===== src/hw/rtl/rbd_pkg.sv =====
// Shared types and constants for the ring buffer deque.
package rbd_pkg;

    localparam int DEPTH = 16;
    localparam int IDX_W = $clog2(DEPTH);
    localparam int CNT_W = $clog2(DEPTH + 1);
    localparam int SUM_W = CNT_W + 1;

    localparam int KIND_W  = 2;
    localparam int WORD_W  = 32;
    localparam int STAT_W  = 2;
    localparam int OCC_W   = 5;
    localparam int OUT_RAW = WORD_W + STAT_W + OCC_W;
    localparam int OUT_W   = ((OUT_RAW + 7) / 8) * 8;

    localparam logic [KIND_W-1:0] KIND_PUSH_FRONT = 2'd0;
    localparam logic [KIND_W-1:0] KIND_POP_FRONT  = 2'd1;
    localparam logic [KIND_W-1:0] KIND_POP_BACK   = 2'd2;

    localparam logic [STAT_W-1:0] STAT_OK    = 2'd0;
    localparam logic [STAT_W-1:0] STAT_FULL  = 2'd1;
    localparam logic [STAT_W-1:0] STAT_EMPTY = 2'd2;

    typedef struct packed {
        logic capture;
        logic exec;
        logic load;
    } t_cmd;

endpackage


===== src/hw/rtl/ring_buffer_deque.sv =====
// Top level of the ring buffer deque: controller plus datapath.
//
//  channel | dir | handshake                    | payload
//  --------+-----+------------------------------+--------------------------------------
//  s_axis  | in  | s_axis_tvalid/s_axis_tready  | tuser: kind, tdata: value
//  m_axis  | out | m_axis_tvalid/m_axis_tready  | tdata: value_res, status, occupancy
//
// Each operation passes from transfer in to result valid and back to ready through
// capture, store access, registered store read and result hold.
// One operation is in flight at a time; s_axis_tready is low until the result transfers.
// A stalled m_axis holds the result and blocks the next transfer in.
// Synchronous reset empties the deque (head and count zero); store contents stay undefined.
module ring_buffer_deque
    import rbd_pkg::*;
(
    input  logic              i_clk,
    input  logic              i_rst_n,
    input  logic              s_axis_tvalid,
    output logic              s_axis_tready,
    input  logic [WORD_W-1:0] s_axis_tdata,   // [31:0] value
    input  logic [KIND_W-1:0] s_axis_tuser,   // [1:0] kind
    output logic              m_axis_tvalid,
    input  logic              m_axis_tready,
    output logic [OUT_W-1:0]  m_axis_tdata    // [31:0] value_res, [33:32] status,
                                              // [38:34] occupancy, [39] zero
);

    t_cmd cmd;

    rbd_ctrl u_ctrl (
        .i_clk      (i_clk),
        .i_rst_n    (i_rst_n),
        .i_in_valid (s_axis_tvalid),
        .o_in_ready (s_axis_tready),
        .o_out_valid(m_axis_tvalid),
        .i_out_ready(m_axis_tready),
        .o_cmd      (cmd)
    );

    rbd_dp u_dp (
        .i_clk   (i_clk),
        .i_rst_n (i_rst_n),
        .i_cmd   (cmd),
        .i_kind  (s_axis_tuser),
        .i_value (s_axis_tdata),
        .o_result(m_axis_tdata)
    );

endmodule


===== src/hw/rtl/rbd_ram.sv =====
// Generic single-port RAM with registered read.
module rbd_ram #(
    parameter int WIDTH = 32,
    parameter int DEPTH = 16
) (
    input  logic                     i_clk,
    input  logic                     i_we,
    input  logic [$clog2(DEPTH)-1:0] i_addr,
    input  logic [WIDTH-1:0]         i_wdata,
    output logic [WIDTH-1:0]         o_rdata
);

    logic [WIDTH-1:0] r_mem [DEPTH];
    logic [WIDTH-1:0] r_rdata;

    always_ff @(posedge i_clk) begin
        if (i_we) begin
            r_mem[i_addr] <= i_wdata;
        end
        r_rdata <= r_mem[i_addr];
    end

    assign o_rdata = r_rdata;

endmodule


===== src/hw/rtl/rbd_ctrl.sv =====
// Control state machine sequencing one deque operation at a time.
module rbd_ctrl
    import rbd_pkg::*;
(
    input  logic i_clk,
    input  logic i_rst_n,
    input  logic i_in_valid,
    output logic o_in_ready,
    output logic o_out_valid,
    input  logic i_out_ready,
    output t_cmd o_cmd
);

    typedef enum logic [3:0] {
        S_IDLE = 4'b0001,
        S_EXEC = 4'b0010,
        S_LOAD = 4'b0100,
        S_OUT  = 4'b1000
    } t_state;

    t_state r_state;
    t_state n_state;

    always_ff @(posedge i_clk) begin
        if (!i_rst_n) begin
            r_state <= S_IDLE;
        end else begin
            r_state <= n_state;
        end
    end

    always_comb begin
        n_state     = r_state;
        o_in_ready  = 1'b0;
        o_out_valid = 1'b0;
        o_cmd       = '0;
        unique case (r_state)
            S_IDLE: begin
                o_in_ready  = 1'b1;
                o_cmd.capture = i_in_valid;
                if (i_in_valid) begin
                    n_state = S_EXEC;
                end
            end
            S_EXEC: begin
                o_cmd.exec = 1'b1;
                n_state    = S_LOAD;
            end
            S_LOAD: begin
                o_cmd.load = 1'b1;
                n_state    = S_OUT;
            end
            S_OUT: begin
                o_out_valid = 1'b1;
                if (i_out_ready) begin
                    n_state = S_IDLE;
                end
            end
            default: begin
                n_state = S_IDLE;
            end
        endcase
    end

endmodule


===== src/hw/rtl/rbd_dp.sv =====
// Datapath: head and count registers, store access and result register.
module rbd_dp
    import rbd_pkg::*;
(
    input  logic              i_clk,
    input  logic              i_rst_n,
    input  t_cmd              i_cmd,
    input  logic [KIND_W-1:0] i_kind,
    input  logic [WORD_W-1:0] i_value,
    output logic [OUT_W-1:0]  o_result
);

    logic [KIND_W-1:0] r_kind;
    logic [WORD_W-1:0] r_value;
    logic [IDX_W-1:0]  r_head;
    logic [IDX_W-1:0]  n_head;
    logic [CNT_W-1:0]  r_count;
    logic [CNT_W-1:0]  n_count;
    logic [STAT_W-1:0] r_status;
    logic [STAT_W-1:0] n_status;
    logic              r_take;
    logic              n_take;
    logic [WORD_W-1:0] r_res;
    logic [STAT_W-1:0] r_res_status;
    logic [OCC_W-1:0]  r_occ;

    logic              mem_we;
    logic [IDX_W-1:0]  mem_addr;
    logic [WORD_W-1:0] mem_rdata;
    logic [IDX_W-1:0]  head_dec;
    logic [IDX_W-1:0]  head_inc;
    logic [SUM_W-1:0]  tail_sum;
    logic [IDX_W-1:0]  tail_idx;
    logic              is_full;
    logic              is_empty;

    assign head_dec = (r_head == '0) ? IDX_W'(DEPTH - 1) : r_head - 1'b1;
    assign head_inc = (r_head == IDX_W'(DEPTH - 1)) ? '0 : r_head + 1'b1;
    assign tail_sum = SUM_W'(r_head) + SUM_W'(r_count) - 1'b1;
    assign tail_idx = (tail_sum >= SUM_W'(DEPTH)) ? IDX_W'(tail_sum - SUM_W'(DEPTH))
                                                  : tail_sum[IDX_W-1:0];
    assign is_full  = (r_count >= CNT_W'(DEPTH));
    assign is_empty = (r_count == '0);

    always_comb begin
        n_head   = r_head;
        n_count  = r_count;
        n_status = STAT_OK;
        n_take   = 1'b0;
        mem_we   = 1'b0;
        mem_addr = r_head;
        case (r_kind)
            KIND_PUSH_FRONT: begin
                if (is_full) begin
                    n_status = STAT_FULL;
                end else begin
                    mem_we   = i_cmd.exec;
                    mem_addr = head_dec;
                    n_head   = head_dec;
                    n_count  = r_count + 1'b1;
                end
            end
            KIND_POP_FRONT: begin
                if (is_empty) begin
                    n_status = STAT_EMPTY;
                end else begin
                    n_take  = 1'b1;
                    n_head  = head_inc;
                    n_count = r_count - 1'b1;
                end
            end
            KIND_POP_BACK: begin
                if (is_empty) begin
                    n_status = STAT_EMPTY;
                end else begin
                    n_take   = 1'b1;
                    mem_addr = tail_idx;
                    n_count  = r_count - 1'b1;
                end
            end
            default: begin
                n_status = STAT_OK;
            end
        endcase
    end

    rbd_ram #(
        .WIDTH(WORD_W),
        .DEPTH(DEPTH)
    ) u_ram (
        .i_clk  (i_clk),
        .i_we   (mem_we),
        .i_addr (mem_addr),
        .i_wdata(r_value),
        .o_rdata(mem_rdata)
    );

    always_ff @(posedge i_clk) begin
        if (!i_rst_n) begin
            r_head  <= '0;
            r_count <= '0;
        end else if (i_cmd.exec) begin
            r_head  <= n_head;
            r_count <= n_count;
        end
    end

    always_ff @(posedge i_clk) begin
        if (i_cmd.capture) begin
            r_kind  <= i_kind;
            r_value <= i_value;
        end
        if (i_cmd.exec) begin
            r_status <= n_status;
            r_take   <= n_take;
        end
        if (i_cmd.load) begin
            r_res        <= r_take ? mem_rdata : '0;
            r_res_status <= r_status;
            r_occ        <= OCC_W'(r_count);
        end
    end

    assign o_result = OUT_W'({r_occ, r_res_status, r_res});

endmodule


===== config.mk =====
export PLATFORM = sky130hd
export DESIGN_NAME = ring_buffer_deque
export DESIGN_NICKNAME = d
export VERILOG_FILES = /design/src/hw/rtl/rbd_pkg.sv /design/src/hw/rtl/ring_buffer_deque.sv /design/src/hw/rtl/rbd_ram.sv /design/src/hw/rtl/rbd_ctrl.sv /design/src/hw/rtl/rbd_dp.sv
export SDC_FILE = /design/constraint.sdc
export NUM_CORES = 1
export LEC_CHECK = 0
export CAP_MARGIN = 20
export CORE_MARGIN = 4
export CORE_UTILIZATION = 55
export CTS_BUF_LIST = sky130_fd_sc_hd__clkbuf_2 sky130_fd_sc_hd__clkbuf_4 sky130_fd_sc_hd__clkbuf_8
export DETAILED_ROUTE_END_ITERATION = 12
export DONT_BUFFER_PORTS = 1
export GPL_ROUTABILITY_DRIVEN = 0
export PLACE_DENSITY = 0.73
export SLEW_MARGIN = 25
export SYNTH_ARGS = -nofsm -noshare
export SYNTH_HDL_FRONTEND = slang
export SYNTH_SLANG_ARGS = --single-unit

===== constraint.sdc =====
create_clock -name i_clk -period 11.4 [get_ports i_clk]
set_input_delay 0.57 -clock i_clk [delete_from_list [all_inputs] [get_ports i_clk]]
set_output_delay 0.57 -clock i_clk [all_outputs]
set_load 0.05 [all_outputs]

; Word-level counts from Yosys, hierarchy flattened
; Memory sizes are Yosys's and may differ from the RTL's. A register that Yosys moved wholly into a read port is not among the register bits.
; Cells that the tools add are included.
[classes]
n_eq_ne = 12
addsub = 7
muxes = 27
order_cmp = 2
reduce_logical = 9
[op_table]
columns = op, count
row1 = 4-bit 2-to-1 mux, 8
row2 = 4-bit one-hot mux with 2 select lines, 2
row3 = 4-bit one-hot mux with 4 select lines, 1
row4 = 1-bit 2-to-1 mux, 11
row5 = 5-bit 2-to-1 mux, 2
row6 = "2-bit inequality test, second input constant", 5
row7 = 5-bit one-hot mux with 2 select lines, 1
row8 = "4-bit == test, second input constant", 2
row9 = "4-bit by 1-bit subtractor with 4-bit output, second input constant", 2
row10 = 4-bit by 5-bit adder with 6-bit output, 1
row11 = "6-bit by 5-bit greater-or-equal comparator with 1-bit output, second input constant", 1
row12 = "6-bit by 1-bit subtractor with 6-bit output, second input constant", 1
row13 = "5-bit by 1-bit adder with 5-bit output, second input constant", 1
row14 = "5-bit greater-or-equal comparator, second input constant", 1
row15 = 5-bit logical NOT, 1
row16 = "5-bit by 1-bit subtractor with 5-bit output, second input constant", 1
row17 = "4-bit by 1-bit adder with 4-bit output, second input constant", 1
row18 = "4-bit by 1-bit == test with 1-bit output, second input constant", 1
row19 = "4-bit by 2-bit == test with 1-bit output, second input constant", 1
row20 = "4-bit by 3-bit == test with 1-bit output, second input constant", 1
row21 = 4-bit logical NOT, 1
row22 = 2-bit one-hot mux with 2 select lines, 1
row23 = 4-bit AND reduction, 1
row24 = 2-bit nonzero test, 2
row25 = other kinds (7), 7
[totals]
inputBits = 38
output_inout_bits = 42
wordCells = 68
mem_bits_rw = 512
memories = 1
reg_bits = 89
[memory_table]
columns = name, depth, width, read_ports, rd_ports_with_merged_regs, wr, line
row1 = u_dp.u_ram.r_mem, 16, 32, 1, 1, 1, rbd_ram.sv:13  ; logic [WIDTH-1:0] r_mem [DEPTH];

; Logic depth before layout (Yosys ltp)
[depth]
depth_word = 6
ltp_mapped = 14
ltp_nobuf = 12

; Hierarchy
; From an unflattened synthesis, not the netlist that was laid out.
[unflattened]
hier_cells = 1110
area_unflattened_um2 = 23627.7
[modules_own_cells]
columns = module, area_each_um2, seq_area_each_um2, instances, cells_each
row1 = rbd_ram, 19862.8, 16015.4, 1, 840
row2 = rbd_dp, 3510.9, 2462.4, 1, 244
row3 = rbd_ctrl, 254.0, 80.1, 1, 26

; Worst setup path after synthesis
; No wires, ideal clock.
[synth_path]
path_kind = flip-flop to flip-flop
from = reg u_dp.r_count[1]
to = mem u_dp.u_ram.r_mem[12][0], enable pin
setup_ps = 501
setup_slack_ps = 5625
n_path_buf = 1
arrival_time_ps = 5274
path_stages_with_launch = 13
synth_period_minus_slack_ps = 5775
required_ps = 10899
cell_sequence = dfxtp_1 > inv_1 > ha_1 > inv_1 > ha_1 > inv_1 > fa_1 > xnor3_1 > o21ai_1 > xnor2_1 > a2bb2oi_1 > buf_1 > nor4_1
[synth_between]
elab_chain_cells = 6
elab_cells_between_ends = 14
classes_between = add/sub (3) / order compare (2) / mux (8) / reduce/logical (1)
[synth_lines]
columns = item, line
row1 = "start, declared", rbd_dp.sv:17  ; logic [CNT_W-1:0] r_count;
row2 = "start signal, assigned", rbd_dp.sv:104  ; r_count <= n_count;
row3 = 4-bit by 5-bit adder with 6-bit output, rbd_dp.sv:39  ; assign tail_sum = SUM_W'(r_head) + SUM_W'(r_count) - 1'b1;
row4 = 6-bit by 1-bit subtractor with 6-bit output, rbd_dp.sv:39
row5 = 6-bit by 5-bit greater-or-equal comparator with 1-bit output or 4-bit by 1-bit subtractor with 4-bit output (tied branches), rbd_dp.sv:40  ; assign tail_idx = (tail_sum >= SUM_W'(DEPTH)) ? IDX_W'(tail_sum - SUM_W'(DEPTH))
row6 = 4-bit 2-to-1 mux, rbd_dp.sv:40
row7 = 4-bit 2-to-1 mux, rbd_dp.sv:73  ; if (is_empty) begin
row8 = 4-bit one-hot mux with 2 select lines, rbd_dp.sv:52  ; case (r_kind)
row9 = "end, declared", rbd_ram.sv:13
; Parallel ways exist; a longest one is shown, timed or not.

; Worst setup path in the final report
[layout_path]
from = reg u_dp.r_head[1]
to = mem u_dp.u_ram.r_mem[4][22], enable pin
[layout_between]
elab_chain_cells = 6
elab_cells_between_ends = 11
classes_between = add/sub (4) / order compare (1) / mux (5) / reduce/logical (1)
[layout_lines]
columns = item, line
row1 = "start, declared", rbd_dp.sv:15  ; logic [IDX_W-1:0] r_head;
row2 = "start signal, assigned", rbd_dp.sv:103  ; r_head <= n_head;
row3 = 4-bit by 5-bit adder with 6-bit output, rbd_dp.sv:39
row4 = 6-bit by 1-bit subtractor with 6-bit output, rbd_dp.sv:39
row5 = 6-bit by 5-bit greater-or-equal comparator with 1-bit output or 4-bit by 1-bit subtractor with 4-bit output (tied branches), rbd_dp.sv:40
row6 = 4-bit 2-to-1 mux, rbd_dp.sv:40
row7 = 4-bit 2-to-1 mux, rbd_dp.sv:73
row8 = 4-bit one-hot mux with 2 select lines *, rbd_dp.sv:52
; Every way passes the cells marked *; elsewhere a longest branch is shown, timed or not.

==> out/summary.txt <==
status: complete, no violations
WP data arrival: 4.62 ns
Unique masters post-synth: 56
area of the core: 43000 um^2
Synth Area per Inst: 21.9 um^2
Netlist Area Pre-Place: 23900 um^2
crit end category: flip-flop
Avg WL per Cell: 24.3 um
RSZ-0062 raised after global routing: no
Top Ports: 80
crit path launch type: flip-flop
final setup fails: 0
CP Cell Sequence: inv_1 > ha_1 > inv_1 > ha_1 > inv_1 > fa_1 > o21ai_1 > a221o_2 > buf_4 > nand2b_1 > nor2_4 > buf_4
Vias/cell: 5.85
delay-heaviest family, CP: buffers and inverters
DP HPWL: 25100 um
Slowest-stage cell, CP: buf_4
HP Start: i_rst_n
number of buffers created by CTS: 97
Slew headroom: 0.300
largest net degree at the start of global routing: 72
FF-to-FF Start: u_dp.r_head[1]
Max stage delay on crit path: 0.65 ns
Buffers on Ports: 0
CP dominant cell by count: inv_1
Starting Density: 0.556
CTS root buffer: clkbuf_8
final hold vios: 0
Routed Antenna Nets: 0
Final Cycle Share: 0.378
Die Height: 216 um
clk_lat worst skew: 0.66 ns
drt total wl: 45500 um
initial antenna violation count: 0
FP Rows: 76
layout cells sized above 1: 0.267
Worst Setup Path Type: flip-flop to flip-flop
Pleak: 8.90 nW
fin. max-slew vios: 0
r2r endpoint: u_dp.u_ram.r_mem[4][22]
synthesis-stage register bit count: 633
synth warn: 0
dpl ws: 7.08 ns
DR iter-0 viols: 987
die width: 216 um
vias in the first global route: 11364
Max H-tree Level: 3
Synth Instances: 1093
fillers: 2895
R2R depth: 12
P&R area growth vs syn: 13.1%
number of antenna diodes: 0
most frequent cells in the layout: edfxtp_1 (588), mux4_2 (128), clkbuf_8 (99)
Final WS setup: 7.09 ns
DRC viols: 0
minimum clock period after layout: 4.31 ns
Worst Path Max Fanout: 40
Max rail drop VDD: 0.116 mV
commonest non-fill, non-tap cell in the layout: edfxtp_1
gr usage total: 0.199
hold path endpoint: u_ctrl.r_state[0]
Final Power: 0.00478 W
grt total ovfl: 0
Finished Core Util: 0.629
clk_skew: 0.0356 ns
CP required: 11.71 ns
final net count: 1264
CTS tree: yes
Buf/Inv on CP: 5
placed cell count: 1662
setup TNS: 0 ns
R2R Setup Slk: 7.09 ns
Hold Path Class: input pin to flip-flop
Clk pin slew, worst setup/hold paths: 0.06 ns
Layout Cells excl Fill: 1871
Max Buffers Root-to-Sink: 3
Post-synth ARST share: 0
die area: 46800 um^2
power per cell area: 177 nW/um^2
CTS Sinks: 633
hold path depth: 1
via count: 10954
Max-Cap Viols: 0
Slew @ Worst Pin: 1.05 ns
sequential share of the synthesized area: 0.777
Top FF cell, synth: edfxtp_1
Peak Freq: 0.232 GHz
syn_nets: 1146
EDFF count, synth: 588
first-pass GRT wire length: 70100 um
DR pass1 iterations: 5
logic make-up after synthesis:
| logic type | Yosys count | share of synthesized area |
|---|---|---|
| AO/OA/AOI/OAI | 35 | 0.0107 |
| XOR/XNOR | 8 | 0.00351 |
| adder cells (fa/ha/maj) | 15 | 0.00848 |
| buffers and inverters | 67 | 0.0136 |
| flip-flops | 633 | 0.777 |
| multiplexers | 226 | 0.162 |
| other | 1 | 0.000157 |
| AND/OR/NAND/NOR | 108 | 0.0251 |
Yosys cell counts, drive strengths merged (5+ instances only):
library cell	n	area (um^2)
and2	34	213
buf	35	205
clkbuf	14	52.6
dfxtp	45	901
edfxtp	588	17700
ha	13	163
inv	17	63.8
mux2i	98	981
mux4	128	2880
nand2	9	33.8
nand3	7	35.0
nor2	27	104
nor3	5	25.0
o21ai	9	45.0
xnor2	7	61.3
state kept, by name (all words and copies together), names as in the netlist:
register and cells:
u_dp.u_ram.o_rdata 32, u_ctrl.r_state 4, u_dp.r_count 5, u_dp.r_occ 5, u_dp.r_head 4, u_dp.r_take 1, u_dp.r_value 32, u_dp.r_res_status 2
u_dp.r_status 2, u_dp.r_res 32, u_dp.r_kind 2, u_dp.u_ram.r_mem 512
repair_timing:
item                                    in CTS  in global routing
endpoints found under the hold margin       34                  0
hold buffers                                34                  0
endpoints found under the setup margin       0                  0
buffers inserted                             0                  0
gates resized for setup                      0                  0
worst reg2reg max path, stage by stage, from the launching register on:
cell	delay [ns]
dfxtp_1	0.43
inv_1	0.13
ha_1	0.28
inv_1	0.06
ha_1	0.13
inv_1	0.05
fa_1	0.47
o21ai_1	0.14
a221o_2	0.15
buf_4	0.65
nand2b_1	0.44
nor2_4	0.59
buf_4	0.43
metal layers:
metal | routed length [um] | share of wire | GRT usage | vias to the layer above
met2 | 22000 | 0.48 | 0.310 | 442
li1 | - | - | - | 4719
met1 | 19200 | 0.42 | 0.290 | 5717
met3 | 3320 | 0.073 | 0.0428 | 76
met5 | 0 | 0 | 0 | -
met4 | 951 | 0.021 | 0.0646 | 0
report_power, final:
| part | internal (W) | switching (W) |
|---|---|---|
| registers | 0.00260 | 0.0000501 |
| logic | 0.000160 | 0.000162 |
| clock network | 0.000975 | 0.000834 |
| total | 0.00373 | 0.00105 |
layout make-up:
cell class,count,area (um^2),share of cell area
Timing Repair Buffer,68,612,0.0226
Sequential cell,633,18600,0.687
Multi-Input combinational cell,393,5170,0.191
Inverter,18,67.6,0.00250
Tap cell,585,732,0.0271
Clock buffer,136,1640,0.0607
Clock inverter,38,235,0.00871
how the worst max path moves through the flow:
stage | startpoint | end | cells past startpoint
after CTS | u_dp.r_head[1] | u_dp.u_ram.r_mem[4][22] | 12
after global placement | u_dp.r_head[1] | u_dp.u_ram.r_mem[6][2] | 12
after global routing | u_dp.r_head[1] | u_dp.u_ram.r_mem[4][22] | 12
after detailed placement | u_dp.r_head[0] | u_dp.u_ram.r_mem[4][20] | 12
after floorplan | u_dp.r_count[1] | u_dp.u_ram.r_mem[12][0] | 12
final | u_dp.r_head[1] | u_dp.u_ram.r_mem[4][22] | 12
through the flow:
stage	cell area, um^2	hold WS [ns]
2_1_floorplan	23900	0.400
3_3_place_gp	24800	0.405
3_5_place_dp	24800	0.409
4_1_cts	27000	0.00559
5_1_grt	27000	0.0285
6_report	27000	0.0504
No activity file was read; power rests on OpenSTA's default activity.
